**config.mk**
```make
export PLATFORM = sky130hd
export DESIGN_NAME = resistor_ladder_button_debouncer_unit
export DESIGN_NICKNAME = d
export VERILOG_FILES = /design/src/rlbd_pkg.sv /design/src/resistor_ladder_button_debouncer_unit.sv
export SDC_FILE = /design/constraint.sdc
export NUM_CORES = 1
export LEC_CHECK = 0
export CORE_ASPECT_RATIO = 1.1
export CORE_MARGIN = 4
export CORE_UTILIZATION = 25
export DETAILED_ROUTE_END_ITERATION = 8
export DONT_BUFFER_PORTS = 1
export PLACE_DENSITY = 0.5
export RECOVER_POWER = 100
export SETUP_SLACK_MARGIN = 0.4
export SYNTH_ARGS = -nofsm -noshare
export SYNTH_HDL_FRONTEND = slang
export SYNTH_SLANG_ARGS = --single-unit
```
**constraint.sdc**
```tcl
create_clock -name clock -period 7 [get_ports clock]
set_input_delay 1.4 -clock clock [delete_from_list [all_inputs] [get_ports clock]]
set_output_delay 1.4 -clock clock [all_outputs]
set_load 0.01 [all_outputs]
```
**src/rlbd_pkg.sv**
```systemverilog
// ----------------------------------------------------------------------------
// rlbd_pkg
// Shared widths, button codes and register indexes of the keypad debouncer.
// ----------------------------------------------------------------------------
`timescale 1ns / 1ps
`default_nettype none

package rlbd_pkg;

   localparam int ADC_W   = 12;
   localparam int BTN_W   = 3;
   localparam int MATCH_W = 8;
   localparam int ELAP_W  = 16;
   localparam int CSR_W   = 12;
   localparam int NUM_THR = 7;

   localparam logic [BTN_W-1:0] BTN_NONE = 3'b000;
   localparam logic [BTN_W-1:0] BTN_A    = 3'b100;
   localparam logic [BTN_W-1:0] BTN_B    = 3'b010;
   localparam logic [BTN_W-1:0] BTN_C    = 3'b001;

   typedef enum logic [2:0] {
      CSR_THR_NONE  = 3'd0,
      CSR_THR_C     = 3'd1,
      CSR_THR_B     = 3'd2,
      CSR_THR_BC    = 3'd3,
      CSR_THR_A     = 3'd4,
      CSR_THR_AC    = 3'd5,
      CSR_THR_AB    = 3'd6,
      CSR_MATCH_MAX = 3'd7
   } csr_index_type;

   // threshold reset values, in the order of the register indexes
   localparam logic [ADC_W-1:0] THR_NONE_RST = 12'd2760;
   localparam logic [ADC_W-1:0] THR_C_RST    = 12'd2480;
   localparam logic [ADC_W-1:0] THR_B_RST    = 12'd2110;
   localparam logic [ADC_W-1:0] THR_BC_RST   = 12'd1810;
   localparam logic [ADC_W-1:0] THR_A_RST    = 12'd1580;
   localparam logic [ADC_W-1:0] THR_AC_RST   = 12'd1420;
   localparam logic [ADC_W-1:0] THR_AB_RST   = 12'd1290;
   localparam logic [MATCH_W-1:0] MATCH_MAX_RST = 8'd3;

endpackage

`default_nettype wire

```
**src/resistor_ladder_button_debouncer_unit.sv**
```systemverilog
// ----------------------------------------------------------------------------
// resistor_ladder_button_debouncer_unit
// Decodes a three-button resistor ladder from ADC polls and debounces it.
// ----------------------------------------------------------------------------
//
//  channel | direction | handshake          | payload
//  --------+-----------+--------------------+-----------------------------------
//  req     | in        | req_valid/req_stall| req_adc_mv[11:0], req_ms_tick
//  rsp     | out       | rsp_valid/rsp_stall| rsp_stable_buttons[2:0],
//          |           |                    | rsp_last_sample_mv[11:0]
//  csr     | in        | csr_wr_en          | csr_index[2:0], csr_wdata[11:0]
//
// One poll per cycle while req_stall is low. Each accepted poll updates the
// debounce state in the cycle of its transfer, and its result is registered
// in the output register, or in the skid when that holds an unread result.
// The output register has a one-entry skid behind it: req_stall rises only
// once both hold an unread result, i.e. with back-to-back polls a stalled
// rsp fills the skid and req_stall is high from the next cycle on.
// Reset (synchronous) clears all debounce state and loads the threshold
// defaults; no clearing pass is needed.
// ----------------------------------------------------------------------------
`timescale 1ns / 1ps
`default_nettype none

module resistor_ladder_button_debouncer_unit #(
   parameter int SAMPLE_INTERVAL_MS = 10
) (
   input  wire logic                        clock,
   input  wire logic                        reset,

   input  wire logic                        req_valid,
   output logic                             req_stall,
   input  wire logic [rlbd_pkg::ADC_W-1:0]  req_adc_mv,
   input  wire logic                        req_ms_tick,

   output logic                             rsp_valid,
   input  wire logic                        rsp_stall,
   output logic [rlbd_pkg::BTN_W-1:0]       rsp_stable_buttons,
   output logic [rlbd_pkg::ADC_W-1:0]       rsp_last_sample_mv,

   input  wire logic                        csr_wr_en,
   input  wire logic [2:0]                  csr_index,
   input  wire logic [rlbd_pkg::CSR_W-1:0]  csr_wdata
);

   localparam logic [rlbd_pkg::ELAP_W-1:0] INTERVAL =
      rlbd_pkg::ELAP_W'(SAMPLE_INTERVAL_MS);
   localparam logic [rlbd_pkg::ELAP_W-1:0]  ELAP_SAT  = '1;
   localparam logic [rlbd_pkg::MATCH_W-1:0] MATCH_SAT = '1;

   // ---------------------------------------------------------------- config
   logic [rlbd_pkg::ADC_W-1:0]   thr_ff [rlbd_pkg::NUM_THR];
   logic [rlbd_pkg::MATCH_W-1:0] match_max_ff;

   rlbd_pkg::csr_index_type csr_sel;
   assign csr_sel = rlbd_pkg::csr_index_type'(csr_index);

   always_ff @(posedge clock) begin
      if (reset) begin
         thr_ff[rlbd_pkg::CSR_THR_NONE] <= rlbd_pkg::THR_NONE_RST;
         thr_ff[rlbd_pkg::CSR_THR_C]    <= rlbd_pkg::THR_C_RST;
         thr_ff[rlbd_pkg::CSR_THR_B]    <= rlbd_pkg::THR_B_RST;
         thr_ff[rlbd_pkg::CSR_THR_BC]   <= rlbd_pkg::THR_BC_RST;
         thr_ff[rlbd_pkg::CSR_THR_A]    <= rlbd_pkg::THR_A_RST;
         thr_ff[rlbd_pkg::CSR_THR_AC]   <= rlbd_pkg::THR_AC_RST;
         thr_ff[rlbd_pkg::CSR_THR_AB]   <= rlbd_pkg::THR_AB_RST;
         match_max_ff <= rlbd_pkg::MATCH_MAX_RST;
      end else if (csr_wr_en) begin
         unique case (csr_sel)
            rlbd_pkg::CSR_THR_NONE:  thr_ff[rlbd_pkg::CSR_THR_NONE] <= csr_wdata;
            rlbd_pkg::CSR_THR_C:     thr_ff[rlbd_pkg::CSR_THR_C]    <= csr_wdata;
            rlbd_pkg::CSR_THR_B:     thr_ff[rlbd_pkg::CSR_THR_B]    <= csr_wdata;
            rlbd_pkg::CSR_THR_BC:    thr_ff[rlbd_pkg::CSR_THR_BC]   <= csr_wdata;
            rlbd_pkg::CSR_THR_A:     thr_ff[rlbd_pkg::CSR_THR_A]    <= csr_wdata;
            rlbd_pkg::CSR_THR_AC:    thr_ff[rlbd_pkg::CSR_THR_AC]   <= csr_wdata;
            rlbd_pkg::CSR_THR_AB:    thr_ff[rlbd_pkg::CSR_THR_AB]   <= csr_wdata;
            rlbd_pkg::CSR_MATCH_MAX: match_max_ff <= csr_wdata[rlbd_pkg::MATCH_W-1:0];
            default: ;
         endcase
      end
   end

   // ------------------------------------------------------- debounce state
   logic [rlbd_pkg::ELAP_W-1:0]  elapsed_ff, elapsed_in;
   logic [rlbd_pkg::BTN_W-1:0]   cand_ff, cand_in;
   logic [rlbd_pkg::MATCH_W-1:0] match_ff, match_in;
   logic [rlbd_pkg::BTN_W-1:0]   stable_ff, stable_in;
   logic [rlbd_pkg::ADC_W-1:0]   sample_ff, sample_in;

   logic                         req_xfer;
   logic [rlbd_pkg::ELAP_W-1:0]  elapsed_tick;
   logic                         sample_now;
   logic [rlbd_pkg::BTN_W-1:0]   btn_class;
   logic [rlbd_pkg::MATCH_W-1:0] match_step;

   assign req_xfer = req_valid && !req_stall;

   // ladder decode: first threshold strictly exceeded wins, top down
   always_comb begin
      priority if (req_adc_mv > thr_ff[rlbd_pkg::CSR_THR_NONE])
         btn_class = rlbd_pkg::BTN_NONE;
      else if (req_adc_mv > thr_ff[rlbd_pkg::CSR_THR_C])
         btn_class = rlbd_pkg::BTN_C;
      else if (req_adc_mv > thr_ff[rlbd_pkg::CSR_THR_B])
         btn_class = rlbd_pkg::BTN_B;
      else if (req_adc_mv > thr_ff[rlbd_pkg::CSR_THR_BC])
         btn_class = rlbd_pkg::BTN_B | rlbd_pkg::BTN_C;
      else if (req_adc_mv > thr_ff[rlbd_pkg::CSR_THR_A])
         btn_class = rlbd_pkg::BTN_A;
      else if (req_adc_mv > thr_ff[rlbd_pkg::CSR_THR_AC])
         btn_class = rlbd_pkg::BTN_A | rlbd_pkg::BTN_C;
      else if (req_adc_mv > thr_ff[rlbd_pkg::CSR_THR_AB])
         btn_class = rlbd_pkg::BTN_A | rlbd_pkg::BTN_B;
      else
         btn_class = rlbd_pkg::BTN_A | rlbd_pkg::BTN_B | rlbd_pkg::BTN_C;
   end

   always_comb begin
      elapsed_tick = (req_ms_tick && elapsed_ff != ELAP_SAT) ?
                     elapsed_ff + 1'b1 : elapsed_ff;
      sample_now   = elapsed_tick > INTERVAL;

      // repeat count after this sample, before the accept check
      if (btn_class == cand_ff)
         match_step = (match_ff != MATCH_SAT) ? match_ff + 1'b1 : match_ff;
      else
         match_step = '0;

      elapsed_in = elapsed_ff;
      cand_in    = cand_ff;
      match_in   = match_ff;
      stable_in  = stable_ff;
      sample_in  = sample_ff;

      if (req_xfer) begin
         elapsed_in = elapsed_tick;
         if (sample_now) begin
            elapsed_in = '0;
            sample_in  = req_adc_mv;
            cand_in    = btn_class;
            match_in   = match_step;
            // zero limit accepts every sample at once
            if (match_step >= match_max_ff) begin
               stable_in = btn_class;
               match_in  = '0;
            end
         end
      end
   end

   always_ff @(posedge clock) begin
      if (reset) begin
         elapsed_ff <= '0;
         cand_ff    <= rlbd_pkg::BTN_NONE;
         match_ff   <= '0;
         stable_ff  <= rlbd_pkg::BTN_NONE;
         sample_ff  <= '0;
      end else begin
         elapsed_ff <= elapsed_in;
         cand_ff    <= cand_in;
         match_ff   <= match_in;
         stable_ff  <= stable_in;
         sample_ff  <= sample_in;
      end
   end

   // ------------------------------------------------ output reg + skid
   logic                       out_valid_ff, skid_valid_ff;
   logic [rlbd_pkg::BTN_W-1:0] out_btn_ff, skid_btn_ff;
   logic [rlbd_pkg::ADC_W-1:0] out_mv_ff, skid_mv_ff;
   logic                       rsp_xfer;

   assign rsp_xfer  = out_valid_ff && !rsp_stall;
   assign req_stall = skid_valid_ff;

   always_ff @(posedge clock) begin
      if (reset) begin
         out_valid_ff  <= 1'b0;
         skid_valid_ff <= 1'b0;
      end else if (skid_valid_ff) begin
         // input is held off; drain skid into the output register
         if (rsp_xfer) begin
            out_valid_ff  <= 1'b1;
            skid_valid_ff <= 1'b0;
         end
      end else if (req_xfer) begin
         if (!out_valid_ff || rsp_xfer)
            out_valid_ff <= 1'b1;
         else
            skid_valid_ff <= 1'b1;
      end else if (rsp_xfer) begin
         out_valid_ff <= 1'b0;
      end
   end

   // payload: no reset
   always_ff @(posedge clock) begin
      if (skid_valid_ff) begin
         if (rsp_xfer) begin
            out_btn_ff <= skid_btn_ff;
            out_mv_ff  <= skid_mv_ff;
         end
      end else if (req_xfer) begin
         if (!out_valid_ff || rsp_xfer) begin
            out_btn_ff <= stable_in;
            out_mv_ff  <= sample_in;
         end else begin
            skid_btn_ff <= stable_in;
            skid_mv_ff  <= sample_in;
         end
      end
   end

   assign rsp_valid          = out_valid_ff;
   assign rsp_stable_buttons = out_btn_ff;
   assign rsp_last_sample_mv = out_mv_ff;

endmodule

`default_nettype wire

```
* Yosys cells after proc, flatten, opt, wreduce, memory -nomap -nowiden
Memory sizes are Yosys's and may differ from the RTL's. Index checks and enable logic that the tools add are counted.
Storage, ports and cells: flip-flop bits (word level) 82, bits in writable memories 84, bits of input ports 33, output and inout bits 17, logic and storage cells 132, memories 1
Memory list:
- thr_ff | words 7, width 12, read ports 7, clocked after memory_dff 0, write ports 7, line resistor_ladder_button_debouncer_unit.sv:52 | logic [rlbd_pkg::ADC_W-1:0] thr_ff [rlbd_pkg::NUM_THR];
Cells by class: add/sub/neg operators 2, order comparisons 9, eq/ne operators 12, muxes and demuxes 71, bitwise operators 9, reductions and logical operators 16
Operators by type and width (count):
- $mux W12 | 13
- $gt A12 B12 Y1 | 7
- $mux W1 | 40
- $mux W3 | 11
- $mux W16 | 2
- $mux W8 | 3
- $add A16 B1 Y16 const B | 1
- $gt A16 B4 Y1 const B | 1
- $ne A16 B16 Y1 const B | 1
- $eq A3 B3 Y1 const B | 4
- $reduce_and A3 Y1 | 3
- $add A8 B1 Y8 const B | 1
- $ge A8 B8 Y1 | 1
- $ne A8 B8 Y1 const B | 1
- $or A1 B1 Y1 | 7
- $eq A3 B2 Y1 const B | 2
- $reduce_bool A2 Y1 | 3
- $mux W2 | 2
- $reduce_and A2 Y1 | 2
- $eq A3 B1 Y1 const B | 1
- $eq A3 B3 Y1 | 1
- $logic_and A1 B1 Y1 | 3
- $logic_not A1 Y1 | 3
- $logic_not A3 Y1 | 1
- other kinds (4) | 5

* Longest topological paths before layout
An unclocked memory read counts as a cell.
depth in word-level cells 18, gate-level depth with buffers 23, depth with buffers taken out 21

* Worst setup path after synthesis
OpenSTA, ideal clock, no wires.
path kind input to register, from in req_adc_mv[1] (netlist bit), to reg match_ff[0] (netlist bit), setup time 0.058 ns, arrival time 5.760 ns, data required time 6.942 ns, path slack 1.182 ns, stages 22, path through ha_1 nor2b_1 o211ai_1 a211oi_1 o41a_1 a211oi_1 o32a_1 xor2_1 or2_2 clkbuf_1 a21o_1 ha_1 nand2b_1 a21oi_1 nor2b_1 o21ai_0 a21oi_1 o41a_1 or3_1 buf_2 a2111oi_0 a21o_1
Between the ends: word-level cells in the longest chain between the ends 12
Ends and longest elaborated chain:
- start, declared | line resistor_ladder_button_debouncer_unit.sv:33 | input wire logic [rlbd_pkg::ADC_W-1:0] req_adc_mv,
- $gt A12 B12 Y1 | line resistor_ladder_button_debouncer_unit.sv:112 | else if (req_adc_mv > thr_ff[rlbd_pkg::CSR_THR_AB])
- $mux W1 | line resistor_ladder_button_debouncer_unit.sv:112
- $mux W2 | line resistor_ladder_button_debouncer_unit.sv:110 | else if (req_adc_mv > thr_ff[rlbd_pkg::CSR_THR_AC])
- $mux W2 | line resistor_ladder_button_debouncer_unit.sv:108 | else if (req_adc_mv > thr_ff[rlbd_pkg::CSR_THR_A])
- $mux W3 | line resistor_ladder_button_debouncer_unit.sv:106 | else if (req_adc_mv > thr_ff[rlbd_pkg::CSR_THR_BC])
- $mux W3 | line resistor_ladder_button_debouncer_unit.sv:104 | else if (req_adc_mv > thr_ff[rlbd_pkg::CSR_THR_B])
- $mux W3 | line resistor_ladder_button_debouncer_unit.sv:102 | else if (req_adc_mv > thr_ff[rlbd_pkg::CSR_THR_C])
- $mux W3 (*) | line resistor_ladder_button_debouncer_unit.sv:100 | priority if (req_adc_mv > thr_ff[rlbd_pkg::CSR_THR_NONE])
- $eq A3 B3 Y1 (*) | line resistor_ladder_button_debouncer_unit.sv:124 | if (btn_class == cand_ff)
- $mux W8 (*) | line resistor_ladder_button_debouncer_unit.sv:124
- $ge A8 B8 Y1 | line resistor_ladder_button_debouncer_unit.sv:143 | if (match_step >= match_max_ff) begin
- $mux W8 (*) | line resistor_ladder_button_debouncer_unit.sv:143
- end signal, assigned | line resistor_ladder_button_debouncer_unit.sv:161 | match_ff <= match_in;
- end, declared | line resistor_ladder_button_debouncer_unit.sv:86 | logic [rlbd_pkg::MATCH_W-1:0] match_ff, match_in;
Every way passes the cells marked *; elsewhere a longest branch is shown, timed or not. A chain may end at the register's enable or synchronous reset.

* Worst setup path after layout
from in req_adc_mv[0] (netlist bit), to reg match_ff[1] (netlist bit)
The elaborated chain is that of the path after synthesis.

==> summary.txt <==
Run status
  • Status: finished, final reports clean

Synth
  • Yosys top cell by area: edfxtp_1
  • Yosys cell types: 66
  • Syn Std Cell Area: 0.00923 mm²
  • Net count after synthesis: 1020
  • Count leader, synth: edfxtp_1
  • YS warnings: 0
  • Syn Area/Cell: 10.3 µm²
  • Ranking of synthesized cells by area: edfxtp_1, ha_1, dfxtp_1
  • Share of the synthesized area in the top cell type: 37.1%
  • Synth Flop Type: edfxtp_1
  • #FFs+latches synth: 166
  • Synth cell count leaders: edfxtp_1, inv_1, ha_1, nor2_1, a21oi_1
  • Sequential share of the synthesized area: 48.4%
  • Asr flop ratio synth: 0%
  • Post-synth EDFFs: 114
  • Cells after synthesis: 893

Clock network
  • H-Tree Level Count: 4
  • Total CTS buffers: 17
  • PostCTS Resize Cnt: 0
  • Clk_lat worst skew: 450 ps
  • Worst-path clk slew: 70 ps
  • CTS Root Cell: clkbuf_16
  • Number of hold buffers added after CTS: 0
  • CTS Sinks: 166
  • Clk buf depth: 2
  • Buffers inserted by post-CTS timing repair: 0
  • TritonCTS clock tree: done

Layout
  • Fin nets: 1017
  • Final Instance Area: 0.0103 mm²
  • Multi-input logic area: 0.00422 mm²
  • Fillers: 3751
  • Util after Layout: 28.5%
  • Share of post-route cells with drive strength above 1: 6.76%
  • Synth-to-layout area growth: 12.1%
  • Sequential cell area: 0.00446 mm²
  • Fin cells: 1390
  • N_diodes: 0

Placed design
  • Placed Area: 0.00976 mm²
  • IO Port Bufs: 0
  • Placed Cells: 1358
  • Routability congestion estimate: 0.791
  • Pre-CTS WS: 401 ps
  • Post-detail-place hpwl: 18000 µm

Power
  • Internal Power: 1.75 mW
  • Part of the power in the clock network: 42.4%
  • Switching portion of total power: 25.0%
  • Combinational fraction of design power: 9.8%
  • Total power: 2.34 mW
  • Net Switching: 0.584 mW
  • Pwr/cell area: 226 mW/mm²
  • Register share of total power: 47.8%
  • Max IR drop VDD: 0.175 mV
  • Leak Pwr: 4.08 nW

STA
  • Unrepaired setup endpoints after global routing: no
  • Final TNS setup: 0 ps
  • Peak Freq: 0.163 GHz
  • Clock skew: 11.2 ps
  • Setup Viol. Count Final: 0
  • Final Hold Vio Count: 0
  • Tmin final: 6120 ps
  • Hold slack: 454 ps
  • Pin slew with the least headroom to its limit: 1090 ps
  • Fin crit share: 87.5%
  • Worst slew margin: 27.4%
  • Slew Limit Fails: 0
  • Final WS setup: 878 ps

Route
  • Via count: 6439
  • DRC viols: 0
  • Routed WL: 24400 µm
  • DRT iter0 DRCs: 416
  • DR pass1 iterations: 5
  • Post-route ant nets: 0
  • WL/cell: 17.6 µm
  • Vias per cell: 4.63

Floorplanning
  • Die width: 191 µm
  • I/O pins: 50
  • Die height: 209 µm
  • Core area: 0.0363 mm²
  • Starting Density: 25.4%
  • Die ar.: 0.0400 mm²
  • Core Rows: 73

Global routing
  • Grt total ovfl: 0
  • Initial antenna violation count: 0
  • First-pass GRT wire length: 37600 µm
  • Number of global-route vias before repair: 6255
  • Largest net degree at the start of global routing: 84
  • Tot GR Track Use: 12.3%

Worst setup path
  • Worst-path maximum fanout: 10
  • Critical path class: in2reg
  • Startpoint Class: input pin
  • Worst setup EP type: register
  • Data required, critical path: 7400 ps
  • Worst EP arrival: 6520 ps

Hold path
  • Worst Hold Class: reg2reg

Job
  • Max Cap Viol: 0
-- path summary, 6_finish.rpt --
check	cells after the start	to	slack, ps	startpoint
setup / recovery	21	match_ff[1]	880	req_adc_mv[0]
setup reg to reg	21	match_ff[1]	1540	thr_ff[5][7]
hold / removal	2	match_max_ff[7]	450	match_max_ff[7]
hold reg to reg	2	match_max_ff[7]	450	match_max_ff[7]
-- registers in the layout, summed over array words and instances (netlist names), 3 cells and up --
register            flops
cand_ff                 3
elapsed_ff             16
match_ff                8
match_max_ff            8
rsp_last_sample_mv     12
rsp_stable_buttons      3
sample_ff              12
skid_btn_ff             3
skid_mv_ff             12
stable_ff               3
thr_ff                 84
-- cell families after synthesis --
family                   share of synthesized area (%)
multiplexers                                      4.31
buffers and inverters                             5.65
flip-flops                                        48.4
adder cells (fa/ha/maj)                           12.7
AND/OR/NAND/NOR                                   18.3
AO/OA/AOI/OAI                                     10.3
XOR/XNOR                                         0.285
-- final cells by class --
cell class	instances	share of cell area [%]
sequential	166	43.2
multi-input combinational	592	40.8
tap	487	5.89
clock buffer	18	4.25
inverter	107	3.88
clock inverter	14	1.68
timing repair buffer	6	0.290
-- critical path, stage by stage --
cell and delay, ps:
inv_1 340, ha_1 230, nor2b_1 40, o211ai_1 150, a211oi_1 90, o41a_1 460, a211oi_1 210, o32a_1 270
xor2_1 600, or2_2 350, a21o_1 120, ha_1 210, nand2b_1 140, a21oi_1 130, nor2b_1 50, o21ai_0 140
a21oi_1 80, o41a_1 340, or3_1 520, a2111oi_0 500, a21o_1 130
-- routing by layer --
layer,track usage [%],vias to the layer above,share of wire (%)
li1,-,3218,-
met1,16.0,3090,46
met2,20.1,107,48
met3,3.59,24,4.9
met4,3.44,0,1.5
met5,0,-,0
-- cells in the final DEF (no fill, tap or decap), drive strengths merged, types with 8 or more instances in the layout --
master,instances
a21oi,55
and2,18
clkbuf,22
dfxtp,52
edfxtp,114
ha,94
inv,110
mux2,29
nand2,50
nand2b,22
nand3,25
nand4,29
nor2,68
nor2b,28
nor3,16
nor4,8
o21ai,24
or3,22
-- power by group through the flow --
stage                     combinational, mW  sequential (mW)  clock (mW)
final                                 0.230             1.12       0.990
after global routing                  0.265             1.12        1.05
after CTS                             0.233             1.12        1.01
after detailed placement              0.231             1.14           0
after global placement                0.226             1.14           0
after floorplan                       0.174             1.13           0
(Power assumes the default switching activity.)
